File: src/sv/mct_pkg.sv
package mct_pkg;

   localparam int SAMPLE_RATE_DEFAULT = 48000;
   localparam logic [31:0] TICKS_PER_SECOND = 32'd10_000_000;
   localparam logic [63:0] MAX63 = 64'h7FFF_FFFF_FFFF_FFFF;
   localparam logic [31:0] MAX32 = 32'hFFFF_FFFF;

   localparam int DIVIDEND_W = 64;
   localparam int DIVISOR_W = 32;
   localparam int DIV_CNT_W = $clog2(DIVIDEND_W);

   localparam logic [2:0] OP_START = 3'd0;
   localparam logic [2:0] OP_UPDATE = 3'd1;
   localparam logic [2:0] OP_STOP = 3'd2;
   localparam logic [2:0] OP_FAIL = 3'd3;
   localparam logic [2:0] OP_PROJECT = 3'd4;

   localparam logic [2:0] CSR_FREQUENCY = 3'd0;
   localparam logic [2:0] CSR_ANCHOR_POSITION = 3'd1;
   localparam logic [2:0] CSR_ANCHOR_MEDIA = 3'd2;
   localparam logic [2:0] CSR_ANCHOR_GENERATION = 3'd3;

   typedef struct packed {
      logic [2:0] opcode;
      logic [63:0] device_position;
      logic [63:0] time_100ns;
      logic [31:0] generation;
   } req_word_type;

   typedef struct packed {
      logic accepted;
      logic [62:0] media_position;
      logic [62:0] extrapolated_samples;
      logic [62:0] projected_sample;
      logic [31:0] clock_generation;
      logic running_flag;
      logic [31:0] mismatch_count;
      logic [31:0] regression_count;
      logic [31:0] failure_count;
   } rsp_word_type;

   typedef struct packed {
      logic load_item;
      logic do_check;
      logic div_start;
      logic div_second;
      logic mul1;
      logic mul2;
      logic fin1;
      logic fin2;
      logic emit;
   } mct_cmd_type;

   typedef struct packed {
      logic need_div;
      logic div_done;
      logic rsp_free;
   } mct_status_type;

   function automatic logic [31:0] sat_inc(input logic [31:0] c);
      return (c == MAX32) ? c : c + 32'd1;
   endfunction

endpackage

File: src/sv/mct_divider.sv
module mct_divider
   import mct_pkg::*;
(
   input  logic                  clock,
   input  logic                  reset,
   input  logic                  start,
   input  logic [DIVIDEND_W-1:0] dividend,
   input  logic [DIVISOR_W-1:0]  divisor,
   output logic                  done,
   output logic [DIVIDEND_W-1:0] quotient,
   output logic [DIVISOR_W-1:0]  remainder
);

   logic                  busy_ff;
   logic                  done_ff;
   logic [DIV_CNT_W-1:0]  cnt_ff;
   logic [DIVISOR_W-1:0]  rem_ff;
   logic [DIVIDEND_W-1:0] quo_ff;
   logic [DIVISOR_W:0]    shifted;
   logic                  ge;

   // One quotient bit per cycle, restoring form.
   assign shifted = {rem_ff, quo_ff[DIVIDEND_W-1]};
   assign ge = shifted >= {1'b0, divisor};

   always_ff @(posedge clock) begin
      if (reset) begin
         busy_ff <= 1'b0;
         done_ff <= 1'b0;
         cnt_ff <= '0;
      end else begin
         done_ff <= 1'b0;
         if (start) begin
            busy_ff <= 1'b1;
            cnt_ff <= '0;
         end else if (busy_ff) begin
            cnt_ff <= cnt_ff + 1'b1;
            if (cnt_ff == DIV_CNT_W'(DIVIDEND_W - 1)) begin
               busy_ff <= 1'b0;
               done_ff <= 1'b1;
            end
         end
      end
   end

   always_ff @(posedge clock) begin
      if (start) begin
         rem_ff <= '0;
         quo_ff <= dividend;
      end else if (busy_ff) begin
         rem_ff <= ge ? DIVISOR_W'(shifted - {1'b0, divisor}) : shifted[DIVISOR_W-1:0];
         quo_ff <= {quo_ff[DIVIDEND_W-2:0], ge};
      end
   end

   assign done = done_ff;
   assign quotient = quo_ff;
   assign remainder = rem_ff;

endmodule

File: src/sv/mct_datapath.sv
module mct_datapath
   import mct_pkg::*;
#(
   parameter int SAMPLE_RATE = SAMPLE_RATE_DEFAULT
)
(
   input  logic           clock,
   input  logic           reset,
   input  mct_cmd_type    cmd,
   output mct_status_type status,
   input  req_word_type   req_word,
   output logic           rsp_valid,
   input  logic           rsp_stall,
   output rsp_word_type   rsp_word,
   input  logic           csr_write,
   input  logic [2:0]     csr_index,
   input  logic [63:0]    csr_data
);

   localparam int RATE_W = $clog2(SAMPLE_RATE + 1);
   localparam int PROD_W = DIVISOR_W + RATE_W;
   localparam logic [RATE_W-1:0] RATE_V = RATE_W'(SAMPLE_RATE);
   localparam logic [63:0] WHOLE_MAX = MAX63 / 64'(SAMPLE_RATE);

   logic [31:0] cfg_freq_ff, cfg_gen_ff;
   logic [63:0] cfg_pos_ff;
   logic [62:0] cfg_media_ff;

   logic        running_ff;
   logic [63:0] last_time_ff;
   logic [62:0] stored_ff;
   logic [31:0] lgen_ff, mism_ff, regr_ff, fail_ff, lat_freq_ff;
   logic [63:0] lat_pos_ff;
   logic [62:0] lat_media_ff;

   req_word_type item_ff;

   logic              is_upd_ff, ovf_ff, bad_ff, acc_ff;
   logic [31:0]       divisor_ff;
   logic [PROD_W-1:0] prod_lo_ff, prod_hi_ff, prod_rem_ff;
   logic [63:0]       base_ff, sum1_ff;
   logic [62:0]       ext_ff, proj_ff;

   logic         rsp_valid_ff;
   rsp_word_type rsp_word_ff;

   logic        upd_go, prj_go;
   logic        div_done;
   logic [63:0] quo;
   logic [31:0] rem;
   logic [63:0] dividend;
   logic [63:0] addend, sum2;
   logic        fail2;

   assign upd_go = running_ff && item_ff.generation == lgen_ff
                   && item_ff.device_position >= lat_pos_ff && lat_freq_ff != 32'd0;
   assign prj_go = running_ff && lat_freq_ff != 32'd0 && item_ff.generation != 32'd0
                   && item_ff.generation == lgen_ff && item_ff.time_100ns >= last_time_ff;

   assign dividend = cmd.div_second ? 64'(prod_rem_ff)
                   : is_upd_ff ? item_ff.device_position - lat_pos_ff
                   : item_ff.time_100ns - last_time_ff;

   mct_divider u_div (
      .clock     (clock),
      .reset     (reset),
      .start     (cmd.div_start),
      .dividend  (dividend),
      .divisor   (divisor_ff),
      .done      (div_done),
      .quotient  (quo),
      .remainder (rem)
   );

   assign addend = is_upd_ff ? {1'b0, lat_media_ff} : 64'd0;
   assign sum2 = sum1_ff + quo;
   assign fail2 = bad_ff || quo > MAX63 - sum1_ff;

   assign status.need_div = (item_ff.opcode == OP_UPDATE && upd_go)
                         || (item_ff.opcode == OP_PROJECT && prj_go);
   assign status.div_done = div_done;
   assign status.rsp_free = !rsp_valid_ff || !rsp_stall;

   always_ff @(posedge clock) begin
      if (cmd.load_item) begin
         item_ff <= req_word;
      end
      if (cmd.do_check) begin
         is_upd_ff <= item_ff.opcode == OP_UPDATE;
         divisor_ff <= (item_ff.opcode == OP_UPDATE) ? lat_freq_ff : TICKS_PER_SECOND;
      end
      if (cmd.mul1) begin
         prod_lo_ff <= quo[31:0] * RATE_V;
         prod_hi_ff <= quo[63:32] * RATE_V;
         ovf_ff <= quo > WHOLE_MAX;
      end
      if (cmd.mul2) begin
         base_ff <= 64'(prod_lo_ff) + (64'(prod_hi_ff) << 32);
         prod_rem_ff <= rem * RATE_V;
      end
      if (cmd.fin1) begin
         bad_ff <= ovf_ff || base_ff > MAX63 - addend;
         sum1_ff <= addend + base_ff;
      end
   end

   always_ff @(posedge clock) begin
      if (reset) begin
         cfg_freq_ff <= '0;
         cfg_pos_ff <= '0;
         cfg_media_ff <= '0;
         cfg_gen_ff <= '0;
         running_ff <= 1'b0;
         last_time_ff <= '0;
         stored_ff <= '0;
         lgen_ff <= '0;
         mism_ff <= '0;
         regr_ff <= '0;
         fail_ff <= '0;
         lat_freq_ff <= '0;
         lat_pos_ff <= '0;
         lat_media_ff <= '0;
         acc_ff <= 1'b0;
         ext_ff <= '0;
         proj_ff <= '0;
      end else begin
         if (csr_write) begin
            case (csr_index)
               CSR_FREQUENCY: cfg_freq_ff <= csr_data[31:0];
               CSR_ANCHOR_POSITION: cfg_pos_ff <= csr_data;
               CSR_ANCHOR_MEDIA: cfg_media_ff <= csr_data[62:0];
               CSR_ANCHOR_GENERATION: cfg_gen_ff <= csr_data[31:0];
               default: ;
            endcase
         end
         if (cmd.do_check) begin
            acc_ff <= 1'b0;
            ext_ff <= '0;
            proj_ff <= '0;
            case (item_ff.opcode)
               OP_START: begin
                  if (cfg_freq_ff != 32'd0 && cfg_gen_ff != 32'd0) begin
                     lat_freq_ff <= cfg_freq_ff;
                     lat_pos_ff <= cfg_pos_ff;
                     lat_media_ff <= cfg_media_ff;
                     last_time_ff <= item_ff.time_100ns;
                     stored_ff <= cfg_media_ff;
                     lgen_ff <= cfg_gen_ff;
                     running_ff <= 1'b1;
                     acc_ff <= 1'b1;
                  end
               end
               OP_UPDATE: begin
                  if (running_ff) begin
                     if (item_ff.generation != lgen_ff) begin
                        mism_ff <= sat_inc(mism_ff);
                     end else if (!upd_go) begin
                        regr_ff <= sat_inc(regr_ff);
                     end
                  end
               end
               OP_STOP: running_ff <= 1'b0;
               OP_FAIL: fail_ff <= sat_inc(fail_ff);
               default: ;
            endcase
         end
         if (cmd.fin2) begin
            if (is_upd_ff) begin
               if (fail2 || sum2 < {1'b0, stored_ff}) begin
                  regr_ff <= sat_inc(regr_ff);
               end else begin
                  stored_ff <= sum2[62:0];
                  last_time_ff <= item_ff.time_100ns;
                  acc_ff <= 1'b1;
               end
            end else if (!(fail2 || sum2 > MAX63 - {1'b0, stored_ff})) begin
               acc_ff <= 1'b1;
               ext_ff <= sum2[62:0];
               proj_ff <= stored_ff + sum2[62:0];
            end
         end
      end
   end

   always_ff @(posedge clock) begin
      if (reset) begin
         rsp_valid_ff <= 1'b0;
      end else if (cmd.emit) begin
         rsp_valid_ff <= 1'b1;
      end else if (!rsp_stall) begin
         rsp_valid_ff <= 1'b0;
      end
   end

   always_ff @(posedge clock) begin
      if (cmd.emit) begin
         rsp_word_ff.accepted <= acc_ff;
         rsp_word_ff.media_position <= stored_ff;
         rsp_word_ff.extrapolated_samples <= ext_ff;
         rsp_word_ff.projected_sample <= proj_ff;
         rsp_word_ff.clock_generation <= lgen_ff;
         rsp_word_ff.running_flag <= running_ff;
         rsp_word_ff.mismatch_count <= mism_ff;
         rsp_word_ff.regression_count <= regr_ff;
         rsp_word_ff.failure_count <= fail_ff;
      end
   end

   assign rsp_valid = rsp_valid_ff;
   assign rsp_word = rsp_word_ff;

endmodule

File: src/sv/mct_control.sv
module mct_control
   import mct_pkg::*;
(
   input  logic           clock,
   input  logic           reset,
   input  logic           req_valid,
   output logic           req_stall,
   input  mct_status_type status,
   output mct_cmd_type    cmd
);

   localparam logic [3:0] ST_IDLE = 4'd0;
   localparam logic [3:0] ST_CHECK = 4'd1;
   localparam logic [3:0] ST_DIV1_START = 4'd2;
   localparam logic [3:0] ST_DIV1_WAIT = 4'd3;
   localparam logic [3:0] ST_MUL1 = 4'd4;
   localparam logic [3:0] ST_MUL2 = 4'd5;
   localparam logic [3:0] ST_DIV2_START = 4'd6;
   localparam logic [3:0] ST_DIV2_WAIT = 4'd7;
   localparam logic [3:0] ST_FIN1 = 4'd8;
   localparam logic [3:0] ST_FIN2 = 4'd9;
   localparam logic [3:0] ST_EMIT = 4'd10;

   logic [3:0] state_ff, state_in;

   always_comb begin
      state_in = state_ff;
      cmd = '0;
      case (state_ff)
         ST_IDLE: begin
            if (req_valid) begin
               cmd.load_item = 1'b1;
               state_in = ST_CHECK;
            end
         end
         ST_CHECK: begin
            cmd.do_check = 1'b1;
            state_in = status.need_div ? ST_DIV1_START : ST_EMIT;
         end
         ST_DIV1_START: begin
            cmd.div_start = 1'b1;
            state_in = ST_DIV1_WAIT;
         end
         ST_DIV1_WAIT: begin
            if (status.div_done) begin
               state_in = ST_MUL1;
            end
         end
         ST_MUL1: begin
            cmd.mul1 = 1'b1;
            state_in = ST_MUL2;
         end
         ST_MUL2: begin
            cmd.mul2 = 1'b1;
            state_in = ST_DIV2_START;
         end
         ST_DIV2_START: begin
            cmd.div_start = 1'b1;
            cmd.div_second = 1'b1;
            state_in = ST_DIV2_WAIT;
         end
         ST_DIV2_WAIT: begin
            if (status.div_done) begin
               state_in = ST_FIN1;
            end
         end
         ST_FIN1: begin
            cmd.fin1 = 1'b1;
            state_in = ST_FIN2;
         end
         ST_FIN2: begin
            cmd.fin2 = 1'b1;
            state_in = ST_EMIT;
         end
         ST_EMIT: begin
            if (status.rsp_free) begin
               cmd.emit = 1'b1;
               state_in = ST_IDLE;
            end
         end
         default: state_in = ST_IDLE;
      endcase
   end

   always_ff @(posedge clock) begin
      if (reset) begin
         state_ff <= ST_IDLE;
      end else begin
         state_ff <= state_in;
      end
   end

   assign req_stall = state_ff != ST_IDLE;

   a_emit_free: assert property (@(posedge clock) disable iff (reset)
      cmd.emit |-> status.rsp_free)
      else $error("result written while output register is occupied");

   a_accept_check: assert property (@(posedge clock) disable iff (reset)
      (req_valid && !req_stall) |=> state_ff == ST_CHECK)
      else $error("accepted word not checked next cycle");

   a_div_done: assert property (@(posedge clock) disable iff (reset)
      (state_ff == ST_DIV1_WAIT && status.div_done) |=> state_ff == ST_MUL1)
      else $error("first division result not consumed");

endmodule

File: src/sv/media_clock_tracker.sv
// Media sample clock tracker anchored to a device position counter.
// Request words carry an opcode (start, update, stop, note failure, project)
// with a device position, a 100 ns timestamp and a generation tag. Every
// request word yields exactly one response word with the accept flag, the
// stored media position, the projection and the saturating counters.
// The user is to write configuration registers only while the block is idle
// (not enforced: csr_ready is always high); unknown-index writes are dropped.
// Start, stop, failure notes, unused opcodes, and updates or projections
// refused at the first checks go from the check state straight to the emit
// state. Other updates and projections run two 64-step passes through one
// shared restoring divider before the emit state, and the next word can be
// taken once the controller has returned to its idle state; that divider
// sets the throughput. One request is worked on at a time, and req_stall is
// high until its response has been written into the output register. While
// rsp_stall holds an earlier response there, a finished request waits in the
// final state until the output register is free.
// Reset clears the clock state, counters, anchors and the response valid flag.
module media_clock_tracker
   import mct_pkg::*;
#(
   parameter int SAMPLE_RATE = SAMPLE_RATE_DEFAULT
)
(
   input  logic         clock,
   input  logic         reset,
   input  logic         req_valid,
   output logic         req_stall,
   input  req_word_type req_word,
   output logic         rsp_valid,
   input  logic         rsp_stall,
   output rsp_word_type rsp_word,
   input  logic         csr_valid,
   output logic         csr_ready,
   input  logic [2:0]   csr_index,
   input  logic [63:0]  csr_data
);

   mct_cmd_type    cmd;
   mct_status_type status;

   // Configuration is taken whenever offered.
   assign csr_ready = 1'b1;

   mct_control u_control (
      .clock     (clock),
      .reset     (reset),
      .req_valid (req_valid),
      .req_stall (req_stall),
      .status    (status),
      .cmd       (cmd)
   );

   mct_datapath #(
      .SAMPLE_RATE (SAMPLE_RATE)
   ) u_datapath (
      .clock     (clock),
      .reset     (reset),
      .cmd       (cmd),
      .status    (status),
      .req_word  (req_word),
      .rsp_valid (rsp_valid),
      .rsp_stall (rsp_stall),
      .rsp_word  (rsp_word),
      .csr_write (csr_valid && csr_ready),
      .csr_index (csr_index),
      .csr_data  (csr_data)
   );

endmodule
File: config.mk
export PLATFORM = sky130hd
export DESIGN_NAME = media_clock_tracker
export DESIGN_NICKNAME = d
export VERILOG_FILES = /design/src/sv/mct_pkg.sv /design/src/sv/mct_divider.sv /design/src/sv/mct_datapath.sv /design/src/sv/mct_control.sv /design/src/sv/media_clock_tracker.sv
export SDC_FILE = /design/constraint.sdc
export NUM_CORES = 2
export LEC_CHECK = 0
export BUFFER_PORTS_ARGS = -buffer_cell sky130_fd_sc_hd__buf_2
export CAP_MARGIN = 5
export CORE_MARGIN = 2
export CORE_UTILIZATION = 56
export CTS_CLUSTER_DIAMETER = 60
export CTS_CLUSTER_SIZE = 30
export DETAILED_ROUTE_END_ITERATION = 8
export GPL_ROUTABILITY_DRIVEN = 0
export PLACE_DENSITY = 0.83
export SLEW_MARGIN = 20
export SYNTH_ARGS = -nofsm -noshare
export SYNTH_HDL_FRONTEND = slang
export SYNTH_HIERARCHICAL = 1
export SYNTH_SLANG_ARGS = --single-unit
File: constraint.sdc
create_clock -name clock -period 21.4 [get_ports clock]
set_input_delay 3.21 -clock clock [delete_from_list [all_inputs] [get_ports clock]]
set_output_delay 3.21 -clock clock [all_outputs]
set_load 0.02 [all_outputs]
==> results.sh <==
export IMPL_maxSlewViolCount=0
export IMPL_power_density_nw_per_um2=170
export IMPL_syn_area_um2=95500
export IMPL_finalNetCount=11500
export IMPL_h_tree_depth=3
export IMPL_worst_slack_ns=12.33
export IMPL_globalRoute_totalOverflow=0
export IMPL_synth_area_leaders="edfxtp_1 (25%), dfxtp_1 (16%), ha_1 (9.9%), fa_1 (8.3%), a21oi_1 (5.4%)"
export IMPL_ios=557
export IMPL_slew_headroom_pct=21.7
export IMPL_arrival_ns=9.71
export IMPL_placed_cell_area_um2=100000
export IMPL_ys_seq_area_share_pct=41.8
export IMPL_grt_total_usage_pct=31.7
export IMPL_numPortBuffers=555
export IMPL_fin_skew_ns=0.0613
export IMPL_path_clk_slew_ns=0.10
export IMPL_synth_net_count=11200
export IMPL_synth_most_common_cell="nand2_1"
export IMPL_clockBufferDepth=3
export IMPL_final_min_clock_period_ns=9.07
export IMPL_setup_violations=0
export IMPL_leakage_nw=41.7
export IMPL_dieArea_um2=174000
export IMPL_drv_cap=0
export IMPL_synth_edf_count=809
export IMPL_rsz0062_at_grt="no"
export IMPL_yosys_top_cells_count="nand2_1 (1307), a21oi_1 (1028), inv_1 (901)"
export IMPL_yosysWarningCount=6
export IMPL_synth_ff_type="edfxtp_1"
export IMPL_fin_crit_sh_pct=42.4
export IMPL_num_rows=151
export IMPL_placed_cells=12300
export IMPL_dp_slack_ns=12.77
export IMPL_ctsResizeCount=0
export IMPL_yosysUniqueCellTypes=118
export IMPL_post_drt_wl_per_cell_um=22.7
export IMPL_cts_root_buf="clkbuf_16"
export IMPL_drtIter0Drc=9191
export IMPL_ant_nets=0
export IMPL_grt_max_degree=217
export IMPL_ys_ff_latch=1587
export IMPL_coreArea_um2=169000
export IMPL_initial_core_util_pct=56.4
export IMPL_grt_pass1_wl_um=428000
export IMPL_avgSynthCellArea_um2=9.72
export IMPL_cp_start_kind="flop"
export IMPL_status="finished, final reports clean"
export IMPL_yosys_area_top_type="edfxtp_1"
export IMPL_drt_first_pass_iters=9
export IMPL_cts_setup_buffers=0
export IMPL_synth_top_area_share_pct=25.4
export IMPL_syn_inst=9818
export IMPL_async_flop_share_pct=0
export IMPL_die_y_um=417
export IMPL_vias=76600
export IMPL_worstSetupPathType="flop to flop"
export IMPL_hold_path_class="flop to flop"
export IMPL_fillers=13000
export IMPL_critPathMaxFanout=93
export IMPL_hpwl_um=216000
export IMPL_setup_tns_ns=0
export IMPL_crit_required_ns=22.04
export IMPL_antenna_found_initial=13
export IMPL_cts_tree="done"
export IMPL_chipWidth_um=417
export IMPL_clk_latency_ns=0.84
export IMPL_reg2reg_depth=24
export IMPL_clock_sinks=1587
export IMPL_cp_end_kind="flop"
export IMPL_final_cells=12500
export IMPL_via_per_inst=6.14
export IMPL_max_clock_freq_ghz=0.110
export IMPL_cts_hold_buf=0
export IMPL_vdd_drop_max_mv=0.257
export IMPL_wirelength_um=283000
export IMPL_layout_drive_gt1_share_pct=9.75
export IMPL_grt_pass1_vias=74200
export IMPL_area_growth_pct=9.63
export IMPL_drc_errors=0
export IMPL_final_hold_viol_count=0
export IMPL_fin_area_um2=105000
export IMPL_tightest_slew_ns=1.17
export IMPL_hold_path_depth=0
export IMPL_cts_buffers_inserted=111
## final timing paths
kind	slack (ns)	to	from
worst max register to register	12.33	u_datapath/ext_ff[3]	u_datapath/u_div/quotient[0]
worst max-delay path	12.33	u_datapath/ext_ff[3]	u_datapath/u_div/quotient[0]
worst min-delay path	0.38	u_datapath/base_ff[13]	u_datapath/prod_lo_ff[13]
worst min register to register	0.38	u_datapath/base_ff[13]	u_datapath/prod_lo_ff[13]
## stage by stage
stage | utilization [%] | hold slack (ns) | power (W)
2_1_floorplan | - | 0.400 | 0.0123
3_3_place_gp | 59.1 | 0.403 | 0.0143
3_5_place_dp | 59.1 | 0.405 | 0.0149
4_1_cts | 61.8 | 0.378 | 0.0175
5_1_grt | 61.8 | 0.402 | 0.0190
6_report | 61.8 | 0.380 | 0.0178
## cell families after synthesis
kind of cell             count (synthesis)  share of synthesized area [%]
AND/OR/NAND/NOR                       2957                           14.5
AO/OA/AOI/OAI                         2192                           14.2
flip-flops                            1587                           41.8
buffers and inverters                 1287                           5.18
adder cells (fa/ha/maj)               1153                           18.2
XOR/XNOR                               508                           4.66
multiplexers                           133                           1.49
other                                    1                        0.00393
## worst max-delay path, cell delays in order (launching register included)
cell	delay (ns)
edfxtp_1	0.55
ha_1	0.30
fa_1	0.42
a21o_1	0.20
a21oi_1	0.31
o21ai_1	0.29
nand2_1	0.19
a21boi_0	0.22
o21ai_0	0.49
a21oi_1	0.27
a211oi_1	0.61
o21ai_0	0.20
xnor2_1	0.56
ha_1	0.42
nor4_1	0.34
and3_1	0.23
nand4b_1	0.18
a21oi_1	0.23
nor3_1	0.08
o21a_1	0.25
o2111ai_4	0.50
buf_4	0.80
buf_4	0.82
mux2i_1	0.26
nor2_1	0.06
## registers in the layout (all words and copies together), names as in the netlist, 57 cells and up
register / count
u_datapath/item_ff: 163
u_datapath/stored_ff: 63
u_datapath/sum1_ff: 64
u_datapath/lat_pos_ff: 64
u_datapath/u_div/quotient: 64
u_datapath/ext_ff: 63
u_datapath/proj_ff: 63
u_datapath/lat_media_ff: 63
u_datapath/base_ff: 57
u_datapath/last_time_ff: 64
u_datapath/cfg_media_ff: 63
u_datapath/cfg_pos_ff: 64
u_datapath/rsp_word: 319
## layout make-up
cell class,count,area (um2),share of cell area (%)
clock buffer,116,2850,2.72
antenna,12,30.0,0.0287
timing repair buffer,603,3220,3.07
clock inverter,95,1770,1.69
tap,2218,2780,2.65
sequential,1587,39900,38.1
multi-input combinational,6944,50800,48.5
inverter,903,3390,3.24
## power breakdown
part           total [W]  internal (W)  leakage [nW]  switching (W)
registers        0.00417       0.00390          13.8       0.000262
clock network    0.00255       0.00115          2.17        0.00139
logic             0.0111       0.00461          25.8        0.00644
## layout by cell type (no fill, tap or decap), drive strengths merged, types with 62 or more instances in the layout
| cell type | synthesis | final |
|---|---|---|
| nand2 | 1308 | 1308 |
| a21oi | 1033 | 1033 |
| inv | 903 | 952 |
| edfxtp | 809 | 809 |
| dfxtp | 778 | 778 |
| ha | 758 | 758 |
| buf | 67 | 603 |
| nor2 | 569 | 569 |
| fa | 395 | 395 |
| o21ai | 347 | 347 |
| xnor2 | 343 | 343 |
| a21o | 193 | 193 |
| xor2 | 165 | 165 |
| nand3 | 165 | 165 |
| nand2b | 147 | 147 |
| nor2b | 121 | 121 |
| nand4 | 116 | 116 |
| clkbuf | 317 | 116 |
| and2 | 110 | 110 |
| o21bai | 100 | 100 |
| nor3 | 86 | 86 |
| a311oi | 81 | 81 |
| nor4 | 77 | 77 |
| mux2 | 74 | 74 |
| nand3b | 62 | 62 |
## routing by layer
layer,vias up,wire (um),global-route usage [%]
li1,34600,-,-
met1,36400,105000,39.8
met2,4540,125000,48.8
met3,1048,30400,7.37
met4,12,22400,21.7
met5,-,89,0
Power figures use the tool's default switching activity.
